--- config.mk ---
export PLATFORM = sky130hd
export DESIGN_NAME = glpd_back
export DESIGN_NICKNAME = d
export VERILOG_FILES = /design/src/glpd_pkg.sv /design/src/glpd_back.sv
export SDC_FILE = /design/constraint.sdc
export NUM_CORES = 1
export LEC_CHECK = 0
export BUFFER_PORTS_ARGS = -buffer_cell sky130_fd_sc_hd__buf_2
export CORE_UTILIZATION = 36
export CTS_CLUSTER_DIAMETER = 60
export DETAILED_ROUTE_END_ITERATION = 10
export PLACE_DENSITY = 0.74
export SYNTH_ARGS = -nofsm -noshare
export SYNTH_HDL_FRONTEND = slang
export SYNTH_SLANG_ARGS = --single-unit
--- constraint.sdc ---
create_clock -name i_clk -period 6.19 [get_ports i_clk]
set_clock_uncertainty 0.15 [all_clocks]
set_input_delay 0.9285 -clock i_clk [delete_from_list [all_inputs] [get_ports i_clk]]
set_output_delay 0.9285 -clock i_clk [all_outputs]
set_load 0.02 [all_outputs]
--- src/glpd_pkg.sv ---
package glpd_pkg;

    localparam int SAMPLE_BITS    = 32;
    localparam int MAX_ROW_LENGTH = 4096;
    localparam int MAX_ROWS       = 4096;
    localparam int COL_BITS       = $clog2(MAX_ROW_LENGTH);
    localparam int ROW_BITS       = $clog2(MAX_ROWS);

    localparam int THR_BITS       = 31;
    localparam int DIM_BITS       = 13;
    localparam int CFG_DATA_BITS  = 31;
    localparam int CFG_IDX_BITS   = 2;
    localparam int MIN_DIM        = 3;

    localparam int QUEUE_DEPTH    = 4;
    localparam int QPTR_BITS      = $clog2(QUEUE_DEPTH);
    localparam int QCNT_BITS      = $clog2(QUEUE_DEPTH + 1);

    typedef enum logic [CFG_IDX_BITS-1:0] {
        CFG_THRESHOLD,
        CFG_ROW_LENGTH,
        CFG_ROW_COUNT,
        CFG_FIND_NEGATIVE
    } t_cfg_reg;

    typedef struct packed {
        logic [COL_BITS-1:0]           x;
        logic [ROW_BITS-1:0]           y;
        logic signed [SAMPLE_BITS-1:0] value;
        logic                          neg;
    } t_peak;

    typedef struct packed {
        logic                 not_empty;
        logic [QCNT_BITS-1:0] count;
    } t_q_status;

endpackage

--- src/glpd_back.sv ---
module glpd_back (
    input  logic                                  i_clk,
    input  logic                                  i_rst_n,
    input  glpd_pkg::t_peak                       i_head,
    input  glpd_pkg::t_q_status                   i_q_status,
    output logic                                  o_pop,
    output logic                                  o_valid,
    input  logic                                  i_stall,
    output logic [glpd_pkg::COL_BITS-1:0]         o_peak_x,
    output logic [glpd_pkg::ROW_BITS-1:0]         o_peak_y,
    output logic signed [glpd_pkg::SAMPLE_BITS-1:0] o_peak_value,
    output logic                                  o_is_negative
);

    logic            r_valid;
    glpd_pkg::t_peak r_peak;

    assign o_pop = i_q_status.not_empty && (!r_valid || !i_stall);

    always_ff @(posedge i_clk) begin
        if (!i_rst_n) begin
            r_valid <= 1'b0;
        end else if (o_pop) begin
            r_valid <= 1'b1;
        end else if (!i_stall) begin
            r_valid <= 1'b0;
        end
    end

    always_ff @(posedge i_clk) begin
        if (o_pop) begin
            r_peak <= i_head;
        end
    end

    assign o_valid       = r_valid;
    assign o_peak_x      = r_peak.x;
    assign o_peak_y      = r_peak.y;
    assign o_peak_value  = r_peak.value;
    assign o_is_negative = r_peak.neg;

    a_hold_on_stall: assert property (@(posedge i_clk) disable iff (!i_rst_n)
        (r_valid && i_stall) |-> !o_pop)
        else $error("queue popped while output word is held");

endmodule

=== Word-level counts from Yosys, hierarchy flattened ===
Index checks and enable logic that the tools add are counted.

* Output and inout port bits: 59
* Input port bits: 64
* Flip-flop bits (word level): 58

* Mux-type cells: 2
* Equal/unequal tests: 1
* Reduce and logical (&&, ||, !) cells: 4

{| class="wikitable"
|+ Operators with widths
! operator !! count
|-
| 1-bit zero test || 2
|-
| 1-bit two-way mux || 2
|-
| 2-bit inequality test (second input constant) || 1
|-
| 1-bit logical AND || 1
|-
| 1-bit logical OR || 1
|}

=== Depth between registers and ports, before layout ===
* Word-level depth: 4
* Mapped depth: 2
* Gate-level depth less buffers: 2

=== Least setup slack after synthesis ===
No wires, ideal clock.

* Kind: input -> output
* Start point: input port i_q_status[3] (netlist name)
* End point: output port o_pop
* Stages on the path: 1
* Data arrival time: 5.518 ns
* Setup slack: -0.407 ns
* Buffers on the path: 0
* Required time: 5.111 ns
* Cell sequence: a21boi_0

* Longest elaborated chain between the ends: 1

{| class="wikitable"
|+ RTL lines
! element !! line !! RTL
|-
| start: declaration || glpd_back.sv:5 || <nowiki>input glpd_pkg::t_q_status i_q_status,</nowiki>
|-
| 1-bit logical AND || glpd_back.sv:18 || <nowiki>assign o_pop = i_q_status.not_empty && (!r_valid || !i_stall);</nowiki>
|-
| end: declaration || glpd_back.sv:6 || <nowiki>output logic o_pop,</nowiki>
|}

Every way passes these cells.

=== Final worst setup path ===
* Start point: input port i_stall
* End point: output port o_pop

* Longest elaborated chain between the ends: 3

{| class="wikitable"
|+ RTL lines
! element !! line !! RTL
|-
| start: declaration || glpd_back.sv:8 || <nowiki>input logic i_stall,</nowiki>
|-
| 1-bit zero test || -- ||
|-
| 1-bit logical OR || glpd_back.sv:18 ||
|-
| 1-bit logical AND || glpd_back.sv:18 ||
|}

Every way passes these cells.

==> results.cfg <==
[yosys]
syn_nets = 125
synth_cell_types = 5
postSynthCellCount = 61
synth_seq_area_share = 0.989
synth-seq-cells = 58
syn_area_sq_um = 1750
avgSynthCellArea_sq_um = 28.7
ys_warn_count = 0

[clock_network]
cts_resized = 0
cts_tree = built
hold_buffers = 0
cts_setup_buffers = 0
clock_sinks = 58
htreeDepth = 3
clkTransAtPathRegs_ns = 0.06
clock_latency_ns = 0.32
root_buffer = clkbuf_8
cts_made_buffers = 9
cts_buffer_depth = 2

[global_route]
grt_pass1_vias = 1030
grt_pass1_wl_microns = 4530
grt_start_max_net_pins = 58
use_met2 = 0.197
grt.total_usage = 0.132
grt_antenna_before_repair = 0
met1_usage = 0.115
overflow = 0
grtUsageMet3 = 0.0872
grt.busiest_layer = met2

[sta]
tightest_slew_ns = 0.688
hold_viol_final = 0
finalSetupViolations = 0
period_minus_slack_ns = 2.47
clock.fmax_ghz = 0.406
max_slew_margin = 0.541
whs_ns = 0.418
post-route-period-util = 0.398
setup_tns_ns = 0
rsz0062_at_grt = false
drv_slew = 0

[worst_setup_path]
cp-start-kind = input port
r2r-start = o_valid
cp.arrival_ns = 1.39
worst_r2r_endpoint = o_peak_value[16]
ff2ff_setup_slack_ns = 4.59
cp.required_ns = 5.11
path_max_fanout = 2
cp-end-kind = output pin
worstSetupPathType = input port to output pin
r2r_cells = 2

[placed_design]
portBuffers = 119
placed_area_sq_um = 2430
gp_congestion = 0.719

[route]
drt_iter0_drc = 55
wire_per_inst_microns = 13.1
drc = 0
ant_nets = 0
vias_per_cell = 4.23
firstDrtPassIters = 4
vias = 1061
wirelength_microns = 3300

[die]
ioPinCount = 123
rows = 25
dieWidth_microns = 71.7
dieArea_sq_um = 5150
core_area_sq_um = 4690
dieHeight_microns = 71.7
start_util = 0.373

[min_path]
holdPathStages = 2
hold_path.class = register to register
hold_start = o_valid
worstHoldEndpoint = o_valid

[cells_and_area]
seqCellArea_sq_um = 1730
fin_nets = 256
fill_cells = 389
area_growth_pct = 50.9
final_area_sq_um = 2640
multi_input_area_sq_um = 30.0
drive_above_1_share = 0.685
antennaDiodeCount = 0

[status]
status = finished clean

[pwr]
p_leak_uw = 0.00115
irDropWorstVdd_mv = 0.216
finalPower_uw = 907
p_per_area_nw_per_um2 = 343

[flow_run]
maxCapViolations = 0
==> final cells by class <==
class                           instances  share of cell area
Sequential cell                        58               0.656
Tap cell                               54              0.0256
Clock inverter                          6              0.0308
Multi-Input combinational cell          3              0.0114
Clock buffer                           10              0.0483
Timing Repair Buffer                  120               0.228
==> per-stage QoR <==
| step | utilization | std cells | worst slack (ns) |
|---|---|---|---|
| CTS | 0.563 | 251 | 3.72 |
| detailed placement | 0.518 | 235 | 3.72 |
| global route | 0.563 | 251 | 3.71 |
| global placement | 0.518 | 235 | 3.74 |
| floorplan | - | 61 | 1.17 |
| finish | 0.563 | 251 | 3.72 |
==> power breakdown <==
group	total (uW)	switching [uW]	internal, uW
sequential	464	4.80	459
clock	364	140	224
combinational	79.1	50.2	28.9
total	907	195	712
==> logic make-up after synthesis <==
group           synth area share
flops                      0.989
compound gates           0.00715
simple gates             0.00358
==> synthesized netlist by cell type (all sizes together) <==
cell / n / share of area
a21oi: 1 / 0.0029
nor2b: 1 / 0.0036
dfxtp: 1 / 0.011
edfxtp: 57 / 0.98
a21boi: 1 / 0.0043
==> layer usage <==
metal	wire, microns	vias up
li1	-	507
met1	1110	470
met2	1620	74
met3	449	10
met4	119	0
met5	0	-
==> critical path: stages <==
cell	delay [ns]
buf_2	0.12
a21boi_4	0.15
buf_2	0.18
==> flip-flops by register name, indices dropped and copies added (netlist names) <==
register and count:
o_valid 1, o_peak_x 12, o_peak_y 12, o_is_negative 1, o_peak_value 32
==> how the worst max path moves through the flow <==
| stage | to | slack [ns] | from |
|---|---|---|---|
| 6_report | o_pop | 3.72 | i_stall |
| 5_1_grt | o_pop | 3.71 | i_stall |
| 4_1_cts | o_pop | 3.72 | i_stall |
| 3_5_place_dp | o_pop | 3.72 | i_stall |
| 3_3_place_gp | o_pop | 3.74 | i_stall |
| 2_1_floorplan | o_pop | 1.17 | i_q_status[3] |
==> placed cells by master, fill, tap and decap left out <==
| cell type | netlist | layout |
|---|---|---|
| a21boi_4 | 0 | 1 |
| a21oi_1 | 1 | 1 |
| buf_2 | 0 | 119 |
| buf_4 | 0 | 1 |
| bufinv_16 | 0 | 2 |
| clkbuf_1 | 0 | 1 |
| clkbuf_8 | 0 | 9 |
| clkinv_1 | 0 | 1 |
| clkinv_2 | 0 | 2 |
| clkinvlp_4 | 0 | 1 |
| dfxtp_1 | 1 | 1 |
| edfxtp_1 | 57 | 57 |
| nor2b_1 | 1 | 1 |
(Power assumes the default switching activity.)
