File: src/glpd_pkg.sv
package glpd_pkg;

    localparam int SAMPLE_BITS    = 32;
    localparam int MAX_ROW_LENGTH = 4096;
    localparam int MAX_ROWS       = 4096;
    localparam int COL_BITS       = $clog2(MAX_ROW_LENGTH);
    localparam int ROW_BITS       = $clog2(MAX_ROWS);

    localparam int THR_BITS       = 31;
    localparam int DIM_BITS       = 13;
    localparam int CFG_DATA_BITS  = 31;
    localparam int CFG_IDX_BITS   = 2;
    localparam int MIN_DIM        = 3;

    localparam int QUEUE_DEPTH    = 4;
    localparam int QPTR_BITS      = $clog2(QUEUE_DEPTH);
    localparam int QCNT_BITS      = $clog2(QUEUE_DEPTH + 1);

    typedef enum logic [CFG_IDX_BITS-1:0] {
        CFG_THRESHOLD,
        CFG_ROW_LENGTH,
        CFG_ROW_COUNT,
        CFG_FIND_NEGATIVE
    } t_cfg_reg;

    typedef struct packed {
        logic [COL_BITS-1:0]           x;
        logic [ROW_BITS-1:0]           y;
        logic signed [SAMPLE_BITS-1:0] value;
        logic                          neg;
    } t_peak;

    typedef struct packed {
        logic                 not_empty;
        logic [QCNT_BITS-1:0] count;
    } t_q_status;

endpackage

File: src/glpd_queue.sv
module glpd_queue (
    input  logic                 i_clk,
    input  logic                 i_rst_n,
    input  logic                 i_push,
    input  glpd_pkg::t_peak      i_peak,
    input  logic                 i_pop,
    output glpd_pkg::t_peak      o_head,
    output glpd_pkg::t_q_status  o_status
);

    localparam int PB = glpd_pkg::QPTR_BITS;
    localparam int NB = glpd_pkg::QCNT_BITS;

    glpd_pkg::t_peak r_mem [glpd_pkg::QUEUE_DEPTH];
    logic [PB-1:0]   r_wr_ptr;
    logic [PB-1:0]   r_rd_ptr;
    logic [NB-1:0]   r_count;

    always_ff @(posedge i_clk) begin
        if (!i_rst_n) begin
            r_wr_ptr <= '0;
            r_rd_ptr <= '0;
            r_count  <= '0;
        end else begin
            if (i_push) begin
                r_wr_ptr <= r_wr_ptr + 1'b1;
            end
            if (i_pop) begin
                r_rd_ptr <= r_rd_ptr + 1'b1;
            end
            if (i_push && !i_pop) begin
                r_count <= r_count + 1'b1;
            end else if (i_pop && !i_push) begin
                r_count <= r_count - 1'b1;
            end
        end
    end

    always_ff @(posedge i_clk) begin
        if (i_push) begin
            r_mem[r_wr_ptr] <= i_peak;
        end
    end

    assign o_head             = r_mem[r_rd_ptr];
    assign o_status.count     = r_count;
    assign o_status.not_empty = r_count != '0;

    a_no_overflow: assert property (@(posedge i_clk) disable iff (!i_rst_n)
        !(i_push && !i_pop && r_count == NB'(glpd_pkg::QUEUE_DEPTH)))
        else $error("push into full queue");

    a_no_underflow: assert property (@(posedge i_clk) disable iff (!i_rst_n)
        !(i_pop && r_count == '0))
        else $error("pop from empty queue");

endmodule

File: config.mk
export PLATFORM = sky130hd
export DESIGN_NAME = glpd_queue
export DESIGN_NICKNAME = d
export VERILOG_FILES = /design/src/glpd_pkg.sv /design/src/glpd_queue.sv
export SDC_FILE = /design/constraint.sdc
export NUM_CORES = 1
export LEC_CHECK = 0
export BUFFER_PORTS_ARGS = -buffer_cell sky130_fd_sc_hd__buf_2
export CAP_MARGIN = 20
export CORE_MARGIN = 3
export CORE_UTILIZATION = 30
export DETAILED_ROUTE_END_ITERATION = 16
export SYNTH_ARGS = -nofsm -noshare
export SYNTH_HDL_FRONTEND = slang
export SYNTH_SLANG_ARGS = --single-unit
File: constraint.sdc
create_clock -name i_clk -period 3.1 [get_ports i_clk]
set_input_delay 0.62 -clock i_clk [delete_from_list [all_inputs] [get_ports i_clk]]
set_output_delay 0.62 -clock i_clk [all_outputs]
set_load 0.005 [all_outputs]
### Yosys cells after proc, flatten, opt, wreduce, memory -nomap -nowiden

Memories as Yosys holds them, arrays and structs flattened. A register that Yosys moved wholly into a read port is not among the register bits.
Cells that the tools add are included.
W data, S select, Z words.

* $add $sub $neg: 4
* muxes and demuxes: 6
* reduce and logical (&&, ||, !) cells: 6

Operators with widths (count)
* $mux W3: 2
* $add A2 B1 Y2 const B: 2
* $mux W2: 2
* $add A3 B1 Y3 const B: 1
* $reduce_bool A3 Y1: 1
* $sub A3 B1 Y3 const B: 1
* $logic_and A1 B1 Y1: 2
* $logic_not A1 Y1: 2
* $mux W1: 2
* $reduce_bool A2 Y1: 1

* register bits: 7
* bits in writable memories: 228
* output and inout port bits: 61
* logic and storage cells: 20
* memories: 1

Memory list
* r_mem: depth 4, bits a word 57, rd ports 1, clocked after Yosys merged registers in 1, write ports 1, RTL line glpd_queue.sv:14 `glpd_pkg::t_peak r_mem [glpd_pkg::QUEUE_DEPTH];`

### Longest topological paths before layout

* word-level depth: 4
* depth in mapped cells: 7
* depth with buffers taken out: 7

### Least setup slack after synthesis

OpenSTA, ideal clock, no wires.

* path type: in2reg
* start point: in i_push
* end point: mem r_mem[0][0] (netlist name) (enable)
* setup time: 421 ps
* data arrival time: 1970 ps
* setup slack: 709 ps
* stages on the path: 1
* buffers on the path: 0
* cell sequence: and2_1

* longest elaborated chain between the ends: 2

RTL lines
* start, declared: RTL line glpd_queue.sv:4 `input logic i_push,`
* $mux W1: RTL line glpd_queue.sv:40 `if (i_push) begin`
* $mux W1 (implied by the code): RTL line glpd_queue.sv:41 `r_mem[r_wr_ptr] <= i_peak;`
* end, declared: RTL line glpd_queue.sv:14

Every way passes these cells.

==> metrics.md <==
| Metric | Value |
|---|---|
| Async SR Flop Fraction | 0% |
| Tmin final | 2.70 ns |
| Total iterations of the first detailed-routing run | 4 |
| Routed vias | 3856 |
| Num ports | 122 |
| Pwr/cell area | 706 nW/um^2 |
| Vias in the first global route | 4379 |
| CTS Hold Bufs | 0 |
| Via/cell ratio | 4.43 |
| Clock Path Buffers | 3 |
| Max_cap viols | 0 |
| #FFs+latches synth | 237 |
| Starting density of the core | 30.8% |
| Detailed Place HPWL | 9310 microns |
| Post-synth EDFFs | 228 |
| Worst skew pair latency | 0.51 ns |
| CTS tree | done |
| CP startpoint kind | flip-flop |
| # clock sinks | 237 |
| Worst reg-to-reg setup slack | 1.34 ns |
| Layout cells sized above 1 | 44.8% |
| Final Net Count | 544 |
| CP Class | flip-flop to output pin |
| Die width | 176 microns |
| Top_reg_cell synth | edfxtp_1 |
| Final ANT Viol Nets | 0 |
| Hold WC Path Type | primary input to flip-flop |
| Post-synth top area share | 79.1% |
| CTS Root Cell | clkbuf_16 |
| Period utilisation layout | 87.2% |
| Top-count cell post-synth | edfxtp_1 |
| Mapped Nets | 406 |
| Status | finished clean |
| Mapped Cells | 339 |
| Placeable Area | 28100 sq um |
| Initial antenna violation count | 1 |
| Most instantiated cells after synthesis | 228 x edfxtp_1, 57 x mux4_2, 9 x and2_1, 9 x dfxtp_1, 5 x ha_1 |
| GRT Total Usage | 10.3% |
| Post-CTS Setup Repair Bufs | 0 |
| H-tree levels | 1 |
| Avg Inst Size Synth | 25.5 sq um |
| P_leak | 3.53 nW |
| Peak supply drop | 402 uV |
| Total CTS buffers | 25 |
| Grt ovf | 0 |
| Syn Std Cell Area | 8660 sq um |
| Largest net degree at the start of global routing | 58 |
| Place WS | 0.880 ns |
| Worst slew pin tran | 0.956 ns |
| # fillers | 2593 |
| RSZ-0062 raised after global routing | no |
| DR WL/cell | 18.3 microns |
| DR DRC count | 0 |
| Seq/Total Area, Yosys | 81.2% |
| Max Freq | 370 MHz |
| Synth top area cells | edfxtp_1 79%, mux4_2 15%, dfxtp_1 2.1%, ha_1 0.72%, and2_1 0.65% |
| Post-CTS resize count | 0 |
| Yosys warns | 0 |
| Total routed wirelength | 15900 microns |
| Relative slew slack | 36.2% |
| Fin. Hold Viols | 0 |
| Setup Viol. Count Final | 0 |
| Synth area leader | edfxtp_1 |
| Fin Setup TNS | 0 ns |
| Unique masters post-synth | 19 |
| Final setup skew | 0.0106 ns |
| Area of the die | 30900 sq um |
| Crit path capture type | output pin |
| GPL Wtd Cong | 0.658 |
| Ant diodes | 0 |
| Final worst slack | 0.397 ns |
| Max Slew Vio Count | 0 |
| Chip height | 176 microns |
| CP Data Arrival Time | 2.08 ns |
| First-pass GRT wire length | 24600 microns |
| Crit-path max FO | 57 |
| Area growth syn-to-layout | 21.9% |
| FP Rows | 61 |
| Buffers on Ports | 121 |
| Worst Path Required | 2.48 ns |
| Clock input transition at the sequential cells of the worst setup and hold paths | 0.06 ns |
| Drt first-iter violations | 201 |
final cells by class:
cell class                 count  area (sq um)  area share [%]
clock buffer                  30           644            6.11
sequential                   237          7030            66.7
tap                          378           473            4.48
clock inverter                13           214            2.03
timing repair buffer         123           633            6.00
inverter                       4          15.0           0.142
multi-input combinational     86          1540            14.6
sequential cells by signal (all words and copies together) (netlist names), named ones only:
register and count:
r_count 3, r_mem 228, r_rd_ptr 2, r_wr_ptr 2
path summary, 6_finish.rpt:
| path | end | cells after the start | from |
|---|---|---|---|
| max | o_head[21] | 2 | flip-flop |
| min | r_mem[1][43] | 1 | i_peak[43] |
| max reg2reg | r_mem[1][25] | 3 | r_wr_ptr[1] |
| min reg2reg | r_count[2] | 2 | r_count[2] |
critical path: stages (launching register included):
cell	delay, ns
dfxtp_4	0.94
mux4_2	0.45
buf_2	0.15
report_power, final:
| part | internal, W | switching (W) | total, W | leakage (nW) |
|---|---|---|---|---|
| Combinational | 0.000309 | 0.000287 | 0.000596 | 0.940 |
| Clock | 0.00197 | 0.00114 | 0.00311 | 0.415 |
| Sequential | 0.00368 | 0.0000682 | 0.00375 | 2.17 |
| Total | 0.00596 | 0.00150 | 0.00745 | 3.53 |
per-layer routing:
layer  track usage, %  vias up  routed length (microns)
li1                 -     1714                        -
met2             18.1       94                     8210
met4             2.77        2                      328
met3             2.90       30                      960
met1             12.4     2016                     6420
met5                0        -                        7
cell usage in the layout, fill, tap and decap left out, types with 2 or more instances in the layout:
cell type and n:
dfxtp_1 7, clkbuf_1 5, clkinv_2 3, mux4_2 57
mux2i_1 2, and2_4 4, clkinv_1 3, edfxtp_1 228
nor2b_1 2, inv_1 4, and2_1 5, buf_2 121
xnor2_1 2, clkbuf_16 25, or3_1 2, bufinv_16 6
xor2_1 3, ha_1 5, dfxtp_4 2
metrics by stage:
stage | std cells | cell area [sq um] | utilization (%) | power [W] | hold WS (ns)
after CTS | 871 | 10600 | 37.6 | 0.00758 | 0.292
final | 871 | 10600 | 37.6 | 0.00745 | 0.323
after floorplan | 339 | 8660 | - | 0.00415 | 0.488
after global routing | 871 | 10600 | 37.6 | 0.00776 | 0.299
after detailed placement | 828 | 9690 | 34.5 | 0.00444 | 0.524
after global placement | 828 | 9690 | 34.5 | 0.00441 | 0.483
logic make-up (layout without fill, tap and decap cells):
family,after synthesis,in the layout,share of synthesized area (%)
XOR/XNOR,5,5,0.506
multiplexers,59,59,15.1
flip-flops,237,237,81.2
AO/OA/AOI/OAI,2,2,0.145
AND/OR/NAND/NOR,14,14,0.983
buffers and inverters,16,170,1.19
adder cells (fa/ha/maj),6,6,0.954
(Power assumes the default switching activity.)
